$ cat src/rtl/mrs_pkg.sv
package mrs_pkg;

  localparam logic [7:0] FN_READ  = 8'h03;
  localparam logic [7:0] FN_WRITE = 8'h10;
  localparam int STORE_DEPTH = 41;
  localparam int HEADER_LEN  = 6;
  localparam int HDR_REGS    = 7;
  localparam logic [15:0] CRC_INIT = 16'hFFFF;
  localparam logic [15:0] CRC_POLY = 16'hA001;
  localparam logic [15:0] SILENCE_MAX = 16'hFFFF;
  localparam logic [15:0] SILENCE_RESET = 16'd1000;

  localparam logic [1:0] ACT_BYTE   = 2'd0;
  localparam logic [1:0] ACT_TICK   = 2'd1;
  localparam logic [1:0] ACT_LWRITE = 2'd2;
  localparam logic [1:0] ACT_LREAD  = 2'd3;

  localparam logic [1:0] KIND_TX     = 2'd0;
  localparam logic [1:0] KIND_STATUS = 2'd1;
  localparam logic [1:0] KIND_LREAD  = 2'd2;

  localparam logic [2:0] ST_OK      = 3'd0;
  localparam logic [2:0] ST_BAD_CRC = 3'd1;
  localparam logic [2:0] ST_OTHER   = 3'd2;
  localparam logic [2:0] ST_TIMEOUT = 3'd3;
  localparam logic [2:0] ST_RANGE   = 3'd4;

  localparam logic [1:0] MARK_NONE    = 2'd0;
  localparam logic [1:0] MARK_WRITTEN = 2'd1;
  localparam logic [1:0] MARK_READ    = 2'd2;

  localparam logic CFG_SLAVE_ADDR = 1'b0;
  localparam logic CFG_SILENCE    = 1'b1;

  typedef enum logic [3:0] {
    TX_SA, TX_FN, TX_AH, TX_AL, TX_CH, TX_CL, TX_BC, TX_RH, TX_RL, TX_CRCL, TX_CRCH
  } tx_sel_t;

  typedef enum logic [1:0] {SRC_STATUS, SRC_TX, SRC_LREAD} emit_src_t;

  typedef struct packed {
    logic      latch;
    logic      take_byte;
    logic      clear_silence;
    logic      set_length;
    logic      set_oversize;
    logic      clr_oversize;
    logic      restart;
    logic      tick_count;
    logic      lwrite;
    logic      emit;
    emit_src_t src;
    logic [2:0] status;
    tx_sel_t   sel;
    logic      last;
    logic      idx_clr;
    logic      idx_inc;
    logic      mark_read;
    logic      lread_clr;
    logic      mem_lo;
    logic      hold_cap;
    logic      commit;
  } cmd_t;

  typedef struct packed {
    logic [1:0] act;
    logic oversize;
    logic hdr6_write;
    logic cnt_over;
    logic finish_due;
    logic crc_bad;
    logic addr_bad;
    logic range_bad;
    logic fn_write;
    logic loop_end;
    logic tick_noop;
    logic silence_hit;
    logic out_free;
  } stat_t;

  function automatic logic [15:0] crc_add(input logic [15:0] crc_in, input logic [7:0] b);
    logic [15:0] c;
    c = crc_in ^ {8'h00, b};
    for (int k = 0; k < 8; k++) begin
      if (c[0]) c = (c >> 1) ^ CRC_POLY;
      else c = c >> 1;
    end
    return c;
  endfunction

endpackage

$ cat src/rtl/modbus_rtu_register_slave_core.sv
// Modbus RTU slave core with a small holding-register file.
// Input channel (in_valid/in_stall) carries one word per event: a received
// bus byte, a silence tick, or a local register write or read.
// Output channel (out_valid/out_stall) carries result words: transmit bytes,
// frame status and local read data; last marks the final word of an event.
// A good frame emits its status and response at one word per cycle from the
// output register while the receiver does not stall; a write frame pauses
// its response to commit each register, reading the two data bytes of that
// register through the single read port of the frame store.
// One event is handled at a time; in_stall is high while an event is busy.
// When the receiver stalls, the held word stays put and the sequencer waits.
// Reset (rst, synchronous) clears the frame state, registers and marks, and
// loads slave address 0 and silence limit 1000; there is no clearing pass.
// Configuration writes (cfg_write) are applied at once and must come while idle.
module modbus_rtu_register_slave_core #(
  parameter int REG_COUNT = 16
) (
  input  logic        clk,
  input  logic        rst,
  input  logic        cfg_write,
  input  logic        cfg_index,
  input  logic [15:0] cfg_data,
  input  logic        in_valid,
  output logic        in_stall,
  input  logic [1:0]  action,
  input  logic [7:0]  rx_byte,
  input  logic [3:0]  reg_index,
  input  logic [15:0] reg_value,
  output logic        out_valid,
  input  logic        out_stall,
  output logic [1:0]  kind,
  output logic [7:0]  tx_byte,
  output logic [2:0]  frame_status,
  output logic [15:0] read_value,
  output logic [1:0]  change_mark,
  output logic        last
);

  mrs_pkg::cmd_t  cmd;
  mrs_pkg::stat_t stat;
  logic           in_ready;

  assign in_stall = rst || !in_ready;

  mrs_ctrl u_ctrl (
    .clk      (clk),
    .rst      (rst),
    .in_valid (in_valid && !rst),
    .stat     (stat),
    .in_ready (in_ready),
    .cmd      (cmd)
  );

  mrs_dp #(.REG_COUNT(REG_COUNT)) u_dp (
    .clk          (clk),
    .rst          (rst),
    .cfg_write    (cfg_write),
    .cfg_index    (cfg_index),
    .cfg_data     (cfg_data),
    .action       (action),
    .rx_byte      (rx_byte),
    .reg_index    (reg_index),
    .reg_value    (reg_value),
    .out_stall    (out_stall),
    .cmd          (cmd),
    .stat         (stat),
    .out_valid    (out_valid),
    .kind         (kind),
    .tx_byte      (tx_byte),
    .frame_status (frame_status),
    .read_value   (read_value),
    .change_mark  (change_mark),
    .last         (last)
  );

endmodule

$ cat src/rtl/mrs_ctrl.sv
module mrs_ctrl (
  input  logic           clk,
  input  logic           rst,
  input  logic           in_valid,
  input  mrs_pkg::stat_t stat,
  output logic           in_ready,
  output mrs_pkg::cmd_t  cmd
);

  typedef enum logic [4:0] {
    S_IDLE, S_EXEC, S_BCHK, S_FIN, S_TX_SA, S_TX_FN, S_CM_HI, S_CM_LO, S_CM_WR,
    S_TX_AH, S_TX_AL, S_TX_CH, S_TX_CL, S_TX_BC, S_RD_HI, S_RD_LO, S_TX_CRCL, S_TX_CRCH
  } state_t;

  state_t state, state_next;

  assign in_ready = (state == S_IDLE);

  always_comb begin
    cmd = '0;
    state_next = state;
    unique case (state)
      S_IDLE: begin
        if (in_valid) begin
          cmd.latch = 1'b1;
          state_next = S_EXEC;
        end
      end
      S_EXEC: begin
        if (stat.out_free) begin
          state_next = S_IDLE;
          unique case (stat.act)
            mrs_pkg::ACT_BYTE: begin
              if (stat.oversize) cmd.clear_silence = 1'b1;
              else begin
                cmd.take_byte = 1'b1;
                state_next = S_BCHK;
              end
            end
            mrs_pkg::ACT_TICK: begin
              if (!stat.tick_noop) begin
                cmd.tick_count = 1'b1;
                if (stat.silence_hit) begin
                  cmd.restart = 1'b1;
                  if (stat.oversize) cmd.clr_oversize = 1'b1;
                  else begin
                    cmd.emit = 1'b1;
                    cmd.src = mrs_pkg::SRC_STATUS;
                    cmd.status = mrs_pkg::ST_TIMEOUT;
                    cmd.last = 1'b1;
                  end
                end
              end
            end
            mrs_pkg::ACT_LWRITE: cmd.lwrite = 1'b1;
            default: begin
              cmd.emit = 1'b1;
              cmd.src = mrs_pkg::SRC_LREAD;
              cmd.last = 1'b1;
              cmd.lread_clr = 1'b1;
            end
          endcase
        end
      end
      S_BCHK: begin
        if (stat.out_free) begin
          state_next = S_IDLE;
          if (stat.hdr6_write) begin
            if (stat.cnt_over) begin
              cmd.emit = 1'b1;
              cmd.src = mrs_pkg::SRC_STATUS;
              cmd.status = mrs_pkg::ST_RANGE;
              cmd.last = 1'b1;
              cmd.restart = 1'b1;
              cmd.set_oversize = 1'b1;
            end else cmd.set_length = 1'b1;
          end else if (stat.finish_due) state_next = S_FIN;
        end
      end
      S_FIN: begin
        if (stat.out_free) begin
          cmd.restart = 1'b1;
          cmd.emit = 1'b1;
          cmd.src = mrs_pkg::SRC_STATUS;
          cmd.last = 1'b1;
          state_next = S_IDLE;
          if (stat.crc_bad) cmd.status = mrs_pkg::ST_BAD_CRC;
          else if (stat.addr_bad) cmd.status = mrs_pkg::ST_OTHER;
          else if (stat.range_bad) cmd.status = mrs_pkg::ST_RANGE;
          else begin
            cmd.status = mrs_pkg::ST_OK;
            cmd.last = 1'b0;
            cmd.idx_clr = 1'b1;
            state_next = S_TX_SA;
          end
        end
      end
      S_CM_HI: state_next = S_CM_LO;
      S_CM_LO: begin
        cmd.mem_lo = 1'b1;
        cmd.hold_cap = 1'b1;
        state_next = S_CM_WR;
      end
      S_CM_WR: begin
        cmd.commit = 1'b1;
        cmd.idx_inc = 1'b1;
        state_next = stat.loop_end ? S_TX_AH : S_CM_HI;
      end
      default: begin
        // response byte states, one word each
        if (stat.out_free) begin
          cmd.emit = 1'b1;
          cmd.src = mrs_pkg::SRC_TX;
          unique case (state)
            S_TX_SA: begin cmd.sel = mrs_pkg::TX_SA; state_next = S_TX_FN; end
            S_TX_FN: begin
              cmd.sel = mrs_pkg::TX_FN;
              state_next = stat.fn_write ? S_CM_HI : S_TX_BC;
            end
            S_TX_AH: begin cmd.sel = mrs_pkg::TX_AH; state_next = S_TX_AL; end
            S_TX_AL: begin cmd.sel = mrs_pkg::TX_AL; state_next = S_TX_CH; end
            S_TX_CH: begin cmd.sel = mrs_pkg::TX_CH; state_next = S_TX_CL; end
            S_TX_CL: begin cmd.sel = mrs_pkg::TX_CL; state_next = S_TX_CRCL; end
            S_TX_BC: begin cmd.sel = mrs_pkg::TX_BC; state_next = S_RD_HI; end
            S_RD_HI: begin cmd.sel = mrs_pkg::TX_RH; state_next = S_RD_LO; end
            S_RD_LO: begin
              cmd.sel = mrs_pkg::TX_RL;
              cmd.mark_read = 1'b1;
              cmd.idx_inc = 1'b1;
              state_next = stat.loop_end ? S_TX_CRCL : S_RD_HI;
            end
            S_TX_CRCL: begin cmd.sel = mrs_pkg::TX_CRCL; state_next = S_TX_CRCH; end
            default: begin
              cmd.sel = mrs_pkg::TX_CRCH;
              cmd.last = 1'b1;
              state_next = S_IDLE;
            end
          endcase
        end
      end
    endcase
  end

  always_ff @(posedge clk) begin
    if (rst) state <= S_IDLE;
    else state <= state_next;
  end

endmodule

$ cat src/rtl/mrs_dp.sv
module mrs_dp #(
  parameter int REG_COUNT = 16
) (
  input  logic          clk,
  input  logic          rst,
  input  logic          cfg_write,
  input  logic          cfg_index,
  input  logic [15:0]   cfg_data,
  input  logic [1:0]    action,
  input  logic [7:0]    rx_byte,
  input  logic [3:0]    reg_index,
  input  logic [15:0]   reg_value,
  input  logic          out_stall,
  input  mrs_pkg::cmd_t cmd,
  output mrs_pkg::stat_t stat,
  output logic          out_valid,
  output logic [1:0]    kind,
  output logic [7:0]    tx_byte,
  output logic [2:0]    frame_status,
  output logic [15:0]   read_value,
  output logic [1:0]    change_mark,
  output logic          last
);

  localparam int RW = (REG_COUNT > 1) ? $clog2(REG_COUNT) : 1;

  logic [7:0]  slave_addr;
  logic [15:0] silence_limit;
  logic [1:0]  in_act;
  logic [7:0]  in_byte;
  logic [3:0]  in_idx;
  logic [15:0] in_val;
  logic [7:0]  hdr [mrs_pkg::HDR_REGS];
  logic [7:0]  mem [mrs_pkg::STORE_DEPTH];
  logic [7:0]  mem_rd;
  logic [5:0]  mem_addr;
  logic [5:0]  count;
  logic [5:0]  flen;
  logic [15:0] rcrc;
  logic [15:0] silence;
  logic [15:0] silence_next;
  logic        oversize;
  logic [15:0] regs [REG_COUNT];
  logic [1:0]  marks [REG_COUNT];
  logic [4:0]  idx;
  logic [7:0]  hold;
  logic [15:0] txcrc;
  logic [7:0]  txb;
  logic [15:0] rcnt;
  logic [15:0] raddr;
  logic [3:0]  ptr;
  logic        idx_ok;

  assign raddr = {hdr[2], hdr[3]};
  assign rcnt  = {hdr[4], hdr[5]};
  assign ptr   = raddr[3:0] + idx[3:0];
  assign idx_ok = (in_idx < REG_COUNT);
  assign silence_next = (silence == mrs_pkg::SILENCE_MAX) ? silence : silence + 16'd1;
  assign mem_addr = 6'd7 + {idx, 1'b0} + {5'd0, cmd.mem_lo};

  always_comb begin
    stat.act = in_act;
    stat.oversize = oversize;
    stat.hdr6_write = (count == 6'(mrs_pkg::HEADER_LEN)) && (hdr[1] == mrs_pkg::FN_WRITE);
    stat.cnt_over = (rcnt > REG_COUNT);
    stat.finish_due = (count >= flen);
    stat.crc_bad = (rcrc != 16'h0000);
    stat.addr_bad = (hdr[0] != slave_addr);
    stat.range_bad = ((hdr[1] != mrs_pkg::FN_READ) && (hdr[1] != mrs_pkg::FN_WRITE))
                     || (rcnt == 16'h0000)
                     || (({1'b0, raddr} + {1'b0, rcnt}) > REG_COUNT)
                     || ((hdr[1] == mrs_pkg::FN_WRITE) && ({9'd0, hdr[6]} != {rcnt, 1'b0}));
    stat.fn_write = (hdr[1] == mrs_pkg::FN_WRITE);
    stat.loop_end = (({11'd0, idx} + 16'd1) == rcnt);
    stat.tick_noop = !oversize && (count == 6'd0);
    stat.silence_hit = (silence_next >= silence_limit);
    stat.out_free = !out_valid || !out_stall;
  end

  always_comb begin
    case (cmd.sel)
      mrs_pkg::TX_SA:   txb = slave_addr;
      mrs_pkg::TX_FN:   txb = hdr[1];
      mrs_pkg::TX_AH:   txb = hdr[2];
      mrs_pkg::TX_AL:   txb = hdr[3];
      mrs_pkg::TX_CH:   txb = hdr[4];
      mrs_pkg::TX_CL:   txb = hdr[5];
      mrs_pkg::TX_BC:   txb = {rcnt[6:0], 1'b0};
      mrs_pkg::TX_RH:   txb = regs[ptr[RW-1:0]][15:8];
      mrs_pkg::TX_RL:   txb = regs[ptr[RW-1:0]][7:0];
      mrs_pkg::TX_CRCL: txb = txcrc[7:0];
      mrs_pkg::TX_CRCH: txb = txcrc[15:8];
      default:          txb = 8'h00;
    endcase
  end

  always_ff @(posedge clk) begin
    if (rst) begin
      slave_addr <= 8'h00;
      silence_limit <= mrs_pkg::SILENCE_RESET;
    end else if (cfg_write) begin
      if (cfg_index == mrs_pkg::CFG_SLAVE_ADDR) slave_addr <= cfg_data[7:0];
      else silence_limit <= cfg_data;
    end
  end

  always_ff @(posedge clk) begin
    if (cmd.latch) begin
      in_act <= action;
      in_byte <= rx_byte;
      in_idx <= reg_index;
      in_val <= reg_value;
    end
  end

  // frame store, header bytes also kept in flops for the checks
  always_ff @(posedge clk) begin
    if (cmd.take_byte) begin
      if (count < 6'(mrs_pkg::STORE_DEPTH)) mem[count] <= in_byte;
      if (count < 6'(mrs_pkg::HDR_REGS)) hdr[count[2:0]] <= in_byte;
    end
    mem_rd <= mem[mem_addr];
    if (cmd.hold_cap) hold <= mem_rd;
  end

  always_ff @(posedge clk) begin
    if (rst) begin
      count <= 6'd0;
      flen <= 6'd8;
      rcrc <= mrs_pkg::CRC_INIT;
      silence <= 16'h0000;
      oversize <= 1'b0;
    end else begin
      if (cmd.take_byte) begin
        count <= count + 6'd1;
        rcrc <= mrs_pkg::crc_add(rcrc, in_byte);
      end
      if (cmd.take_byte || cmd.clear_silence) silence <= 16'h0000;
      else if (cmd.tick_count) silence <= silence_next;
      if (cmd.set_length) flen <= 6'd9 + {rcnt[4:0], 1'b0};
      if (cmd.set_oversize) oversize <= 1'b1;
      else if (cmd.clr_oversize) oversize <= 1'b0;
      if (cmd.restart) begin
        count <= 6'd0;
        flen <= 6'd8;
        rcrc <= mrs_pkg::CRC_INIT;
        silence <= 16'h0000;
      end
    end
  end

  always_ff @(posedge clk) begin
    if (cmd.idx_clr) idx <= 5'd0;
    else if (cmd.idx_inc) idx <= idx + 5'd1;
    if (cmd.restart) txcrc <= mrs_pkg::CRC_INIT;
    else if (cmd.emit && cmd.src == mrs_pkg::SRC_TX && cmd.sel != mrs_pkg::TX_CRCL
             && cmd.sel != mrs_pkg::TX_CRCH)
      txcrc <= mrs_pkg::crc_add(txcrc, txb);
  end

  always_ff @(posedge clk) begin
    if (rst) begin
      for (int r = 0; r < REG_COUNT; r++) begin
        regs[r] <= 16'h0000;
        marks[r] <= mrs_pkg::MARK_NONE;
      end
    end else begin
      if (cmd.commit) begin
        regs[ptr[RW-1:0]] <= {hold, mem_rd};
        marks[ptr[RW-1:0]] <= mrs_pkg::MARK_WRITTEN;
      end else if (cmd.lwrite && idx_ok) begin
        regs[in_idx[RW-1:0]] <= in_val;
      end
      if (cmd.mark_read) marks[ptr[RW-1:0]] <= mrs_pkg::MARK_READ;
      else if (cmd.lread_clr && idx_ok) marks[in_idx[RW-1:0]] <= mrs_pkg::MARK_NONE;
    end
  end

  // output register
  always_ff @(posedge clk) begin
    if (rst) out_valid <= 1'b0;
    else if (cmd.emit) out_valid <= 1'b1;
    else if (!out_stall) out_valid <= 1'b0;
  end

  always_ff @(posedge clk) begin
    if (cmd.emit) begin
      tx_byte <= 8'h00;
      frame_status <= mrs_pkg::ST_OK;
      read_value <= 16'h0000;
      change_mark <= mrs_pkg::MARK_NONE;
      last <= cmd.last;
      case (cmd.src)
        mrs_pkg::SRC_TX: begin
          kind <= mrs_pkg::KIND_TX;
          tx_byte <= txb;
        end
        mrs_pkg::SRC_LREAD: begin
          kind <= mrs_pkg::KIND_LREAD;
          if (idx_ok) begin
            read_value <= regs[in_idx[RW-1:0]];
            change_mark <= marks[in_idx[RW-1:0]];
          end
        end
        default: begin
          kind <= mrs_pkg::KIND_STATUS;
          frame_status <= cmd.status;
        end
      endcase
    end
  end

endmodule

$ cat config.mk
export PLATFORM = sky130hd
export DESIGN_NAME = modbus_rtu_register_slave_core
export DESIGN_NICKNAME = d
export VERILOG_FILES = /design/src/rtl/mrs_pkg.sv /design/src/rtl/modbus_rtu_register_slave_core.sv /design/src/rtl/mrs_ctrl.sv /design/src/rtl/mrs_dp.sv
export SDC_FILE = /design/constraint.sdc
export NUM_CORES = 1
export LEC_CHECK = 0
export BUFFER_PORTS_ARGS = -buffer_cell sky130_fd_sc_hd__buf_2
export CORE_MARGIN = 4
export CORE_UTILIZATION = 35
export CTS_CLUSTER_DIAMETER = 80
export DETAILED_ROUTE_END_ITERATION = 7
export PLACE_DENSITY = 0.58
export SYNTH_ARGS = -nofsm -noshare
export SYNTH_HDL_FRONTEND = slang
export SYNTH_SLANG_ARGS = --single-unit
$ cat constraint.sdc
create_clock -name clk -period 5.8 [get_ports clk]
set_input_delay 0.29 -clock clk [delete_from_list [all_inputs] [get_ports clk]]
set_output_delay 0.29 -clock clk [all_outputs]
set_load 0.005 [all_outputs]
==> results.cfg <==
[outcome]
run_status = finished clean

[sta]
period_needed_ns = 5.04
hold_viol_final = 0
fmax_mhz = 198
min_period_over_period_pct = 86.9
maxSlewHeadroom_pct = 19.1
setup_viol = 0
final.setup.tns_ns = 0
holdWs_ns = 0.195
rsz0062_at_grt = false
skew_ns = 0.0476
tightest_slew_ns = 1.21
maxSlewViolCount = 0

[placement]
portBuffers = 85
place_congestion = 0.878
dpl.cell_count = 4218
placed_cell_area_sq_um = 41700
dp_hpwl_um = 69900

[yosys]
synth_area_leaders = edfxtp_1 (57%), mux4_2 (15%), dfxtp_1 (5.3%)
syn-instance-count = 2713
yosys-top-cells-count = edfxtp_1 (742), nor2_1 (433), mux4_2 (256)
synth.top_cell.area_share_pct = 56.8
synth_flop_cell = edfxtp_1
syn-num-nets = 2818
synth_edf_count = 742
async_reset_ff_share_pct = 0
syn_area_sq_um = 39200
synth_top_area_cell = edfxtp_1
avgSynthCellArea_sq_um = 14.5
synth.distinct_cells = 79
synth-seq-cells = 846
ys_seq_area_share_pct = 62.1
post-synth-top-count-cell = edfxtp_1
ys_warn_count = 0

[job]
drv_cap = 0

[floorplan]
die_area_sq_um = 118000
fp.dieH_um = 343
start_util_pct = 35.4
rows = 122
design.core.area_sq_um = 111000
die_width_um = 343
ios = 86

[detailed_routing]
wl_met2_um = 52000
drt-wirelength-per-cell_um = 24.7
dr.max_layer_used = met5
vias_per_cell = 5.42
met1_length_um = 45100
drt_first_pass_iters = 7
vias = 24100
wirelength_um = 109000
drc = 0
wl_met3_um = 8680
drt_iter0_drc = 2426
ant_nets = 0

[pwr]
power_mw = 19.6
leakagePower_nw = 15.4
power-per-cell-area_nw_per_um2 = 434
ir_worst_vdd_mv = 0.399

[grt]
grt_max_degree = 70
antenna_found_initial = 4
grt_pass1_wl_um = 162000
gr-total-overflow = 0
grt_pass1_vias = 24000
grt.total_usage_pct = 18.6

[layout]
layout-drive-gt1-share_pct = 20.9
stdcell_count = 4436
insertedDiodeCount = 0
nets = 2977
final_area_sq_um = 45100
num-fill-cells = 10200
area_delta_synth_final_pct = 15.0

[min_path]
min_from = cfg_index
hold_path_class = input port to flop

[cts]
holdBufCountCts = 46
cts_resized = 0
htreeDepth = 3
clock_latency_ns = 0.68
postCtsSetupRepairBufs = 0
cts_root_buf = clkbuf_16
clock_path_buffers = 3
tritoncts = yes
clkTransAtPathRegs_ns = 0.06
cts.sinks = 846
cts_buffers = 94

[setup_path]
worstReg2RegStart = u_dp.silence[3]
crit_type = flop to flop
critPathLaunchType = flop
crit_arrival_ns = 5.42
worstPathRequired_ns = 6.18
cp_max_fo = 27
end_kind = flop
startpoint = u_dp.silence[3]
[report_power, final]
group	internal (mW)	total [mW]	switching, mW
logic	2.67	6.28	3.61
clock network	3.30	5.78	2.49
registers	7.16	7.49	0.326
[state kept, by name, summed over array words and instances (netlist names), 16 cells and up]
name                count
u_dp.read_value        16
u_dp.marks             32
u_dp.silence           16
u_dp.hdr               56
u_dp.txcrc             16
u_dp.regs             256
u_dp.rcrc              16
u_dp.silence_limit     16
u_dp.mem              328
u_dp.in_val            16
[area by class of cell]
cell class                 instances  area [sq um]  area share, %
multi-input combinational       1645         14000           31.0
clock inverter                    50           488           1.08
tap                             1488          1860           4.13
clock buffer                     122          2480           5.50
timing repair buffer             237          1720           3.81
inverter                          48           185          0.411
sequential                       846         24400           54.0
[critical path, stage by stage (launching register included)]
cell	delay, ns
dfxtp_1	0.45
and3_1	0.25
and4_1	0.28
nand4_1	0.18
nor2_1	0.33
nand3_1	0.40
mux2_2	0.42
ha_1	0.30
a21o_1	0.16
a21o_1	0.17
a21o_1	0.16
a21o_1	0.16
a21o_1	0.16
a21o_1	0.17
a21oi_1	0.14
o21ai_1	0.18
nand3b_1	0.16
and3_1	0.22
nand2_2	0.12
buf_4	0.28
[cell usage in the layout (no fill, tap or decap), types with 20 or more instances in the layout]
master and n:
o211ai_1 20, o21ai_0 26, xnor2_1 62, xor2_1 41, inv_1 47, edfxtp_1 742
nor2b_1 35, mux4_2 256, nor3_1 26, clkbuf_1 27, mux2i_1 72, buf_4 103
clkbuf_16 95, nand3_1 73, buf_2 85, nand2b_1 49, nor2_1 433, dfxtp_1 104
nand2_1 214, a21oi_1 57, ha_1 49, clkinv_1 24, dlygate4sd3_1 46
[metal layers]
layer  global-route usage, %  vias up
li1                        -    10600
met1                    25.3    12300
met2                    29.9     1000
met3                    3.92      193
met4                    6.11        4
met5                       0        -
[path summary, 6_finish.rpt]
path	cells after the start	to	slack (ns)
max	19	u_dp.read_value[12]	0.76
min	4	u_dp.slave_addr[2]	0.20
max reg2reg	19	u_dp.read_value[12]	0.76
min reg2reg	0	u_dp.hold[5]	0.43
[per-stage QoR]
stage | setup WS, ns | utilization [%]
2_1_floorplan | 0.932 | -
3_3_place_gp | 0.861 | 37.6
3_5_place_dp | 0.759 | 37.6
4_1_cts | 0.750 | 40.6
5_1_grt | 0.314 | 40.6
6_report | 0.759 | 40.6
[kinds of logic (layout without fill, tap and decap cells)]
kind of cell               Yosys count  in the layout  share of synthesized area [%]
AOI/OAI and AO/OA                  214            214                           3.64
xor gates and xnor gates           113            113                           2.73
adders and majority gates           53             53                           1.73
buffers and inverters              222            457                           2.42
DFF                                846            846                           62.1
muxes                              339            339                           16.9
and+or+nand+nor                    926            926                           10.5
(Power assumes the default switching activity.)
